$ cat config.mk
export PLATFORM = sky130hd
export DESIGN_NAME = sha256_byte_stream_hasher_unit
export DESIGN_NICKNAME = d
export VERILOG_FILES = /design/src/sv/sha256_pkg.sv /design/src/sv/sha256_byte_stream_hasher_unit.sv /design/src/sv/sha256_round.sv
export SDC_FILE = /design/constraint.sdc
export NUM_CORES = 2
export LEC_CHECK = 0
export BUFFER_PORTS_ARGS = -buffer_cell sky130_fd_sc_hd__buf_2
export CORE_MARGIN = 3
export CORE_UTILIZATION = 65
export CTS_CLUSTER_DIAMETER = 120
export DETAILED_ROUTE_END_ITERATION = 8
export GPL_ROUTABILITY_DRIVEN = 0
export PLACE_DENSITY = 0.79
export SLEW_MARGIN = 20
export SYNTH_ARGS = -nofsm -noshare
export SYNTH_HDL_FRONTEND = slang
export SYNTH_SLANG_ARGS = --single-unit
export TNS_END_PERCENT = 20
$ cat constraint.sdc
create_clock -name aclk -period 68.3 [get_ports aclk]
set_input_delay 10.245 -clock aclk [delete_from_list [all_inputs] [get_ports aclk]]
set_output_delay 10.245 -clock aclk [all_outputs]
set_load 0.02 [all_outputs]
$ cat src/sv/sha256_pkg.sv
// SHA-256 hasher package: payload structs, sequencer states, round constants.
// No dependencies.
package sha256_pkg;

    typedef struct packed {
        logic [7:0] data_byte;
        logic       byte_present;
        logic       end_of_message;
    } sha_in_t;

    typedef struct packed {
        logic [31:0] digest_word;
        logic [2:0]  word_index;
        logic        last_word;
    } sha_out_t;

    typedef enum logic [2:0] {
        ST_IDLE,
        ST_LOAD,
        ST_ROUND,
        ST_FOLD,
        ST_PAD,
        ST_EMIT
    } sha_state_t;

    localparam logic [31:0] ROUND_K [64] = '{
        32'h428a2f98, 32'h71374491, 32'hb5c0fbcf, 32'he9b5dba5, 32'h3956c25b, 32'h59f111f1,
        32'h923f82a4, 32'hab1c5ed5, 32'hd807aa98, 32'h12835b01, 32'h243185be, 32'h550c7dc3,
        32'h72be5d74, 32'h80deb1fe, 32'h9bdc06a7, 32'hc19bf174, 32'he49b69c1, 32'hefbe4786,
        32'h0fc19dc6, 32'h240ca1cc, 32'h2de92c6f, 32'h4a7484aa, 32'h5cb0a9dc, 32'h76f988da,
        32'h983e5152, 32'ha831c66d, 32'hb00327c8, 32'hbf597fc7, 32'hc6e00bf3, 32'hd5a79147,
        32'h06ca6351, 32'h14292967, 32'h27b70a85, 32'h2e1b2138, 32'h4d2c6dfc, 32'h53380d13,
        32'h650a7354, 32'h766a0abb, 32'h81c2c92e, 32'h92722c85, 32'ha2bfe8a1, 32'ha81a664b,
        32'hc24b8b70, 32'hc76c51a3, 32'hd192e819, 32'hd6990624, 32'hf40e3585, 32'h106aa070,
        32'h19a4c116, 32'h1e376c08, 32'h2748774c, 32'h34b0bcb5, 32'h391c0cb3, 32'h4ed8aa4a,
        32'h5b9cca4f, 32'h682e6ff3, 32'h748f82ee, 32'h78a5636f, 32'h84c87814, 32'h8cc70208,
        32'h90befffa, 32'ha4506ceb, 32'hbef9a3f7, 32'hc67178f2
    };

    localparam logic [31:0] INIT_H [8] = '{
        32'h6a09e667, 32'hbb67ae85, 32'h3c6ef372, 32'ha54ff53a,
        32'h510e527f, 32'h9b05688c, 32'h1f83d9ab, 32'h5be0cd19
    };

    localparam logic [7:0] PAD_BYTE = 8'h80;
    localparam int unsigned LEN_POS = 56;
    localparam int unsigned BLOCK_BYTES = 64;

endpackage

$ cat src/sv/sha256_byte_stream_hasher_unit.sv
// SHA-256 byte stream hasher, top level.
// Depends on sha256_pkg and sha256_round.
//
// Usage:
//   s_ channel takes one item: a message byte (if byte_present) and/or an
//   end-of-message mark. m_ channel returns the digest as eight 32-bit items,
//   word_index 0..7, last_word on the eighth.
// Sequence:
//   A byte that does not fill the block is written to the block memory and
//   the block stays idle. A byte that fills the block starts a compression:
//   load, round and fold, done by the single shared round unit doing one
//   round per clock. An end marker costs one or two such compressions plus the
//   pad fill (one byte a cycle into the block memory) and then eight output items.
//   s_ready is low while a block is padded or compressed or the digest drains.
// Reset (aresetn low, synchronous): chain words to the initial hash, byte
//   count and fill to zero, sequencer idle. The buffer is not cleared.
// Stall: when m_ready is low the current digest word holds; the block
//   waits in the emit state until all eight words are taken, then returns
//   to its reset values for the next message.
module sha256_byte_stream_hasher_unit (
    input  logic                 aclk,
    input  logic                 aresetn,
    input  logic                 s_valid,
    output logic                 s_ready,
    input  sha256_pkg::sha_in_t  s_data,
    output logic                 m_valid,
    input  logic                 m_ready,
    output sha256_pkg::sha_out_t m_data
);
    import sha256_pkg::*;

    sha_state_t  state_reg, state_next;
    logic [31:0] h_reg [8];
    logic [31:0] v_reg [8];
    logic [31:0] w_reg [16];
    logic [31:0] v_rnd [8];
    logic [31:0] w_rnd [16];
    logic [63:0] count_reg;
    logic [5:0]  fill_reg;
    logic [6:0]  step_reg;      // load/round/emit counter
    logic        final_reg;     // end marker seen: padding in progress
    logic        len_done_reg;  // pad block with length field is the one in flight
    logic        pad_mark_reg;  // 0x80 byte not yet written
    logic [7:0]  mem [64];
    logic [7:0]  rd_byte_reg;

    sha256_round u_round (
        .v_in(v_reg), .w_in(w_reg), .round_idx(step_reg[5:0]),
        .v_out(v_rnd), .w_out(w_rnd)
    );

    logic        acc;
    logic        wr_en;
    logic [5:0]  wr_addr;
    logic [7:0]  wr_data;
    logic [63:0] bits;
    logic [5:0]  rd_addr;

    assign acc  = s_valid && s_ready;
    assign bits = {count_reg[60:0], 3'b000};

    // write port: message byte in idle, or pad byte for position fill_reg during the pad sweep
    always_comb begin
        wr_en   = 1'b0;
        wr_addr = fill_reg;
        wr_data = s_data.data_byte;
        if (state_reg == ST_IDLE && acc && s_data.byte_present) begin
            wr_en = 1'b1;
        end else if (state_reg == ST_PAD) begin
            wr_en = 1'b1;
            if (fill_reg >= 6'(LEN_POS) && len_done_reg) begin
                wr_data = bits[6'(63 - 8 * (fill_reg - 6'(LEN_POS))) -: 8];
            end else if (pad_mark_reg) begin
                wr_data = PAD_BYTE;
            end else begin
                wr_data = 8'h00;
            end
        end
    end

    // read address: load reads bytes step 0..63 one ahead of the shift
    assign rd_addr = step_reg[5:0];

    always_ff @(posedge aclk) begin
        if (wr_en) begin
            mem[wr_addr] <= wr_data;
        end
        rd_byte_reg <= mem[rd_addr];
    end

    always_comb begin
        state_next = state_reg;
        case (state_reg)
            ST_IDLE: begin
                if (acc) begin
                    if (s_data.byte_present && fill_reg == 6'd63) begin
                        state_next = ST_LOAD;
                    end else if (s_data.end_of_message) begin
                        state_next = ST_PAD;
                    end
                end
            end
            ST_LOAD:  if (step_reg == 7'd64) state_next = ST_ROUND;
            ST_ROUND: if (step_reg == 7'd63) state_next = ST_FOLD;
            ST_FOLD: begin
                if (!final_reg) state_next = ST_IDLE;
                else if (len_done_reg) state_next = ST_EMIT;
                else state_next = ST_PAD;
            end
            ST_PAD:   if (fill_reg == 6'd63) state_next = ST_LOAD;
            ST_EMIT:  if (m_ready && step_reg[2:0] == 3'd7) state_next = ST_IDLE;
            default:  state_next = ST_IDLE;
        endcase
    end

    always_comb begin
        s_ready            = (state_reg == ST_IDLE);
        m_valid            = (state_reg == ST_EMIT);
        m_data.digest_word = h_reg[step_reg[2:0]];
        m_data.word_index  = step_reg[2:0];
        m_data.last_word   = (step_reg[2:0] == 3'd7);
    end

    always_ff @(posedge aclk) begin
        if (!aresetn) begin
            state_reg    <= ST_IDLE;
            h_reg        <= INIT_H;
            count_reg    <= '0;
            fill_reg     <= '0;
            step_reg     <= '0;
            final_reg    <= 1'b0;
            len_done_reg <= 1'b0;
            pad_mark_reg <= 1'b0;
        end else begin
            state_reg <= state_next;
            case (state_reg)
                ST_IDLE: begin
                    step_reg <= '0;
                    if (acc) begin
                        if (s_data.byte_present) begin
                            count_reg <= count_reg + 64'd1;
                            fill_reg  <= fill_reg + 6'd1;
                        end
                        if (s_data.end_of_message) begin
                            final_reg    <= 1'b1;
                            // pad sweep starts at the post-byte fill; a byte that
                            // fills the block pushes the 0x80 into a fresh block
                            pad_mark_reg <= 1'b1;
                            len_done_reg <= ((s_data.byte_present ? fill_reg + 6'd1 :
                                             fill_reg) < 6'(LEN_POS)) &&
                                            !(s_data.byte_present && fill_reg == 6'd63);
                        end
                    end
                end
                ST_PAD: begin
                    step_reg     <= '0;
                    fill_reg     <= fill_reg + 6'd1;
                    pad_mark_reg <= 1'b0;
                end
                ST_LOAD: begin
                    step_reg <= step_reg + 7'd1;
                    if (step_reg != 7'd0) begin
                        // each byte enters the newest word; at a word start the
                        // finished word moves down, so word 0 ends in w_reg[0]
                        w_reg[15] <= {w_reg[15][23:0], rd_byte_reg};
                        if (step_reg[1:0] == 2'd1 && step_reg != 7'd1) begin
                            for (int i = 0; i < 15; i++) w_reg[i] <= w_reg[i+1];
                        end
                    end
                    if (step_reg == 7'd64) begin
                        step_reg <= '0;
                        v_reg    <= h_reg;
                    end
                end
                ST_ROUND: begin
                    v_reg    <= v_rnd;
                    w_reg    <= w_rnd;
                    step_reg <= step_reg + 7'd1;
                end
                ST_FOLD: begin
                    step_reg <= final_reg ? 7'd0 : 7'd0;
                    if (final_reg && len_done_reg) begin
                        for (int i = 0; i < 8; i++) h_reg[i] <= h_reg[i] + v_reg[i];
                    end else begin
                        for (int i = 0; i < 8; i++) h_reg[i] <= h_reg[i] + v_reg[i];
                        len_done_reg <= final_reg;
                    end
                    fill_reg <= '0;
                end
                ST_EMIT: begin
                    if (m_ready) begin
                        step_reg <= step_reg + 7'd1;
                        if (step_reg[2:0] == 3'd7) begin
                            h_reg        <= INIT_H;
                            count_reg    <= '0;
                            fill_reg     <= '0;
                            step_reg     <= '0;
                            final_reg    <= 1'b0;
                            len_done_reg <= 1'b0;
                            pad_mark_reg <= 1'b0;
                        end
                    end
                end
                default: ;
            endcase
        end
    end
endmodule

$ cat src/sv/sha256_round.sv
// One SHA-256 round plus one message schedule step, shared over all 64 rounds.
// Depends on sha256_pkg.
module sha256_round (
    input  logic [31:0] v_in  [8],
    input  logic [31:0] w_in  [16],
    input  logic [5:0]  round_idx,
    output logic [31:0] v_out [8],
    output logic [31:0] w_out [16]
);
    import sha256_pkg::*;

    logic [31:0] a, e, t1, t2, s0, s1, x, y;

    always_comb begin
        a  = v_in[0];
        e  = v_in[4];
        t1 = v_in[7] + ({e[5:0], e[31:6]} ^ {e[10:0], e[31:11]} ^ {e[24:0], e[31:25]})
             + ((e & v_in[5]) ^ (~e & v_in[6])) + ROUND_K[round_idx] + w_in[0];
        t2 = ({a[1:0], a[31:2]} ^ {a[12:0], a[31:13]} ^ {a[21:0], a[31:22]})
             + ((a & v_in[1]) ^ (a & v_in[2]) ^ (v_in[1] & v_in[2]));
        v_out[0] = t1 + t2;
        v_out[1] = v_in[0];
        v_out[2] = v_in[1];
        v_out[3] = v_in[2];
        v_out[4] = v_in[3] + t1;
        v_out[5] = v_in[4];
        v_out[6] = v_in[5];
        v_out[7] = v_in[6];
        // rolling 16-word schedule window: w_in[0] is this round's word
        x  = w_in[1];
        y  = w_in[14];
        s0 = {x[6:0], x[31:7]} ^ {x[17:0], x[31:18]} ^ (x >> 3);
        s1 = {y[16:0], y[31:17]} ^ {y[18:0], y[31:19]} ^ (y >> 10);
        for (int i = 0; i < 15; i++) begin
            w_out[i] = w_in[i+1];
        end
        w_out[15] = s1 + w_in[9] + s0 + w_in[0];
    end
endmodule
==> results list <==
* Number of antenna violations at the first check in global routing: 10
* Clk network pwr share: 38.7%
- Clock Pin Slew Worst Setup and Hold Paths: 0.06 ns
- Status: finished with violations
- Iteration-0 DRC count of the detailed router: 9016
- STA puts the critical path data arrival time at 14.88 ns.
- The startpoint identified for the worst register-to-register timing path is step_reg[1].
- In the final layout, the multi-input gates occupy 40700 µm².
- Counting flops with an async set or reset pin after synthesis yields a share of 0%.
- The number of hold buffers added after CTS was 0.
- The pre-antenna-repair detailed-routing pass consisted of 9 iterations.
- TritonCTS created 165 clock buffers.
* Main synth FF type: sky130_fd_sc_hd__edfxtp_1
- IR analysis of the VDD net gives a maximum drop of 0.0000434 V.
- Average via count per standard cell: 6.62
* Power density of the placed cells: 25.0 nW/µm²
- In this run, the combinational gates consume 16.0% of the power.
- Entering global routing, the biggest net connects 164 pins.
* Maximum clock path buffer count: 3
* Effective utilization at floorplan: 65.6%
- Clock latency at the later pin of the worst-skew pair: 0.84 ns
- The tree is rooted in a sky130_fd_sc_hd__clkbuf_16.
- Setup total negative slack on the finished layout was measured at 0 ns.
- Final design instance area without fill: 96300 µm²
- After detailed placement, the total cell area comes to 90800 µm².
- Layout Nets: 8331
* Area occupied by registers: 45300 µm²
- The library cell used most frequently in the layout, excluding fill and tap cells, is sky130_fd_sc_hd__edfxtp_1.
- GRT Overall Usage: 35.4%
- At the pin with the least slew margin, the transition time is 1.37 ns.
- First-pass GRT wire length: 377 mm
- The detailed router placed 63900 vias in this run.
- Fill cell count: 9037
- The clock arrives with 0.0499 ns of skew.
- Cell leakage power: 36.1 nW
- Final-report max-slew violation count: 0
- Wires add up to 252 mm.
- Startpoint of the worst setup timing path: aresetn
- Hold timing on the final database bottoms out at a slack of 0.402 ns.
- Once detailed placement completed, the half-perimeter wirelength came to 168 mm.
- Number of buffer cells added on primary ports: 51
- After layout, the worst path uses 21.2% of the clock period.
* Synth cell types: 96
- Per report_power, the sequential group accounts for 45.3% of the total.
- In the final routed layout, each cell accounts on average for 26.1 µm.
- Setup crit end kind: register
* Setup fix buffers added after clock tree synthesis: 0
- Setup repair after global routing missed its margin: false
- The number of nets handed over by synthesis was 8422.
- For this run, the register share of the synthesized area comes to 51.0%.
- In the final layout, the share of cells above drive strength 1 is 9.16%.
* H-tree levels: 4
- The internal power of the cells totals 1.76 mW.
- Clock period minus worst slack: 14.47 ns
- Hold Violations, Final: 0
- In this run, synthesis produced a sequential element count of 1624.
- Quantity of gates resized following cts: 0
- Measured against its own limit, the worst slew margin works out to 7.91%.
* Kind of launch point of the worst setup path: primary input
- Total DRC errors in the routed layout: 167
* Max Cap Violations: 0
- Mean post-synth cell area: 11.4 µm²
* Total Die Area: 141000 µm²
- In this run the core area contains 135 standard-cell rows.
* Number of ports placed on the die boundary: 52
- Final Util: 71.0%
* Most frequent cells in the layout: 1280 x sky130_fd_sc_hd__edfxtp_1, 1146 x sky130_fd_sc_hd__nand2_1, 439 x sky130_fd_sc_hd__inv_1, 428 x sky130_fd_sc_hd__a21oi_1, 418 x sky130_fd_sc_hd__nor2_1
- Summed over all layers, the global routing overflow is 0.
- Summing every instance area after synthesis gives 88900 µm².
- The min-delay analysis places its worst path in the category register to register.
* Synthesized instance count: 7817
- The number of global-route vias before repair was 61200.
- The checks that failed: design-rule violations.
- Fmax: 0.0691 GHz
* Data required, critical path: 68.71 ns
* Highest net fanout along the worst path: 88
* Core box area: 136000 µm²
- For this run, the number of Yosys warnings is 0.
* DRT antenna net count: 0
* Area growth syn-to-layout: 8.32%
- By startpoint and endpoint, the worst setup path is classified as primary input to register.
- Clock Sinks: 1624
- Die boundary width: 376 µm
- Sw Pwr: 0.642 mW
- In this run switching power makes up 26.7% of total power.
* Setup-failing EPs final: 0
- The synthesized design contains 1280 enable-type register cells.
* Chip Height: 376 µm
- Clock tree from TritonCTS: yes
- The startpoint identified for the worst hold timing path is w_reg[88].
-- synthesized netlist by cell type (46+ instances only) --
cell                          n  area [µm²]
sky130_fd_sc_hd__nand2_1   1151        4320
sky130_fd_sc_hd__o21ai_0    420        2100
sky130_fd_sc_hd__ha_1       396        4950
sky130_fd_sc_hd__edfxtp_1  1280       38400
sky130_fd_sc_hd__mux4_2     244        5500
sky130_fd_sc_hd__o21bai_1    52         390
sky130_fd_sc_hd__dfxtp_1    344        6890
sky130_fd_sc_hd__a21boi_0    46         345
sky130_fd_sc_hd__a31oi_1     50         313
sky130_fd_sc_hd__o21a_1      58         435
sky130_fd_sc_hd__xor2_1     254        2220
sky130_fd_sc_hd__clkbuf_1   308        1160
sky130_fd_sc_hd__inv_1      440        1650
sky130_fd_sc_hd__buf_1       66         248
sky130_fd_sc_hd__nor3_1     103         515
sky130_fd_sc_hd__fa_1       195        3900
sky130_fd_sc_hd__nor2_1     421        1580
sky130_fd_sc_hd__nand2b_1    66         413
sky130_fd_sc_hd__nand3_1    150         751
sky130_fd_sc_hd__o22ai_1     56         350
sky130_fd_sc_hd__xnor2_1    380        3330
sky130_fd_sc_hd__a21oi_1    431        2160
sky130_fd_sc_hd__a21o_1     206        1550
sky130_fd_sc_hd__nor2b_1     74         463
-- power groups by stage --
stage	Sequential [mW]	Combinational, mW	Clock [mW]
after detailed placement	1.11	0.371	0
after CTS	1.09	0.376	0.941
final	1.09	0.384	0.931
after floorplan	1.11	0.266	0
after global placement	1.11	0.360	0
after global routing	1.09	0.416	0.975
-- through the flow --
| step | setup WS [ns] | cells | total power [mW] |
|---|---|---|---|
| 5_1_grt | 53.42 | 9645 | 2.48 |
| 3_3_place_gp | 53.08 | 9339 | 1.47 |
| 2_1_floorplan | 33.16 | 7817 | 1.38 |
| 4_1_cts | 53.86 | 9642 | 2.41 |
| 3_5_place_dp | 52.98 | 9339 | 1.48 |
| 6_report | 53.83 | 9655 | 2.40 |
-- path summary, 6_finish.rpt --
| path | endpoint | slack, ns | cells after the start |
|---|---|---|---|
| setup / recovery | w_reg[490] | 53.83 | 7 |
| hold / removal | w_reg[120] | 0.40 | 0 |
| setup reg to reg | v_reg[255] | 55.96 | 38 |
| hold reg to reg | w_reg[120] | 0.40 | 0 |
-- layer usage --
| layer | vias to the layer above | global-route usage (%) | wire length (µm) | share of wire [%] |
|---|---|---|---|---|
| met5 | - | 0 | 39 | 0.015 |
| met4 | 2 | 20.0 | 17000 | 6.7 |
| met3 | 938 | 9.25 | 29400 | 12 |
| met2 | 4022 | 53.3 | 113000 | 45 |
| met1 | 31000 | 47.2 | 93400 | 37 |
| li1 | 28000 | - | - | - |
-- layout make-up --
type | instances | area share (%)
multi-input cells | 5372 | 42.2
flip-flops and latches | 1624 | 47.1
well taps | 1781 | 2.31
clock inverters | 83 | 0.943
diodes | 12 | 0.0312
inverters | 444 | 1.73
repair buffers | 119 | 0.900
clock buffers | 220 | 4.76
-- worst max-delay path, stage by stage --
cell                       delay [ns]
sky130_fd_sc_hd__buf_6           0.21
sky130_fd_sc_hd__nand2b_1        0.27
sky130_fd_sc_hd__a21oi_4         0.73
sky130_fd_sc_hd__buf_4           0.73
sky130_fd_sc_hd__buf_4           0.73
sky130_fd_sc_hd__buf_4           0.92
sky130_fd_sc_hd__buf_4           0.88
-- cell families (layout without fill, tap and decap cells) --
logic type / Yosys count / count (layout) / share of synthesized area, %
and+or+nand+nor: 2175 / 2175 / 10.6
AOI/OAI and AO/OA: 1665 / 1665 / 11.8
DFF: 1624 / 1624 / 51.0
buffers and inverters: 821 / 866 / 3.48
xor gates and xnor gates: 634 / 634 / 6.25
adders and majority gates: 594 / 594 / 10.0
muxes: 304 / 304 / 6.90
other: 0 / 12 / 0
Note: power is estimated with default switching activity, not from simulation.
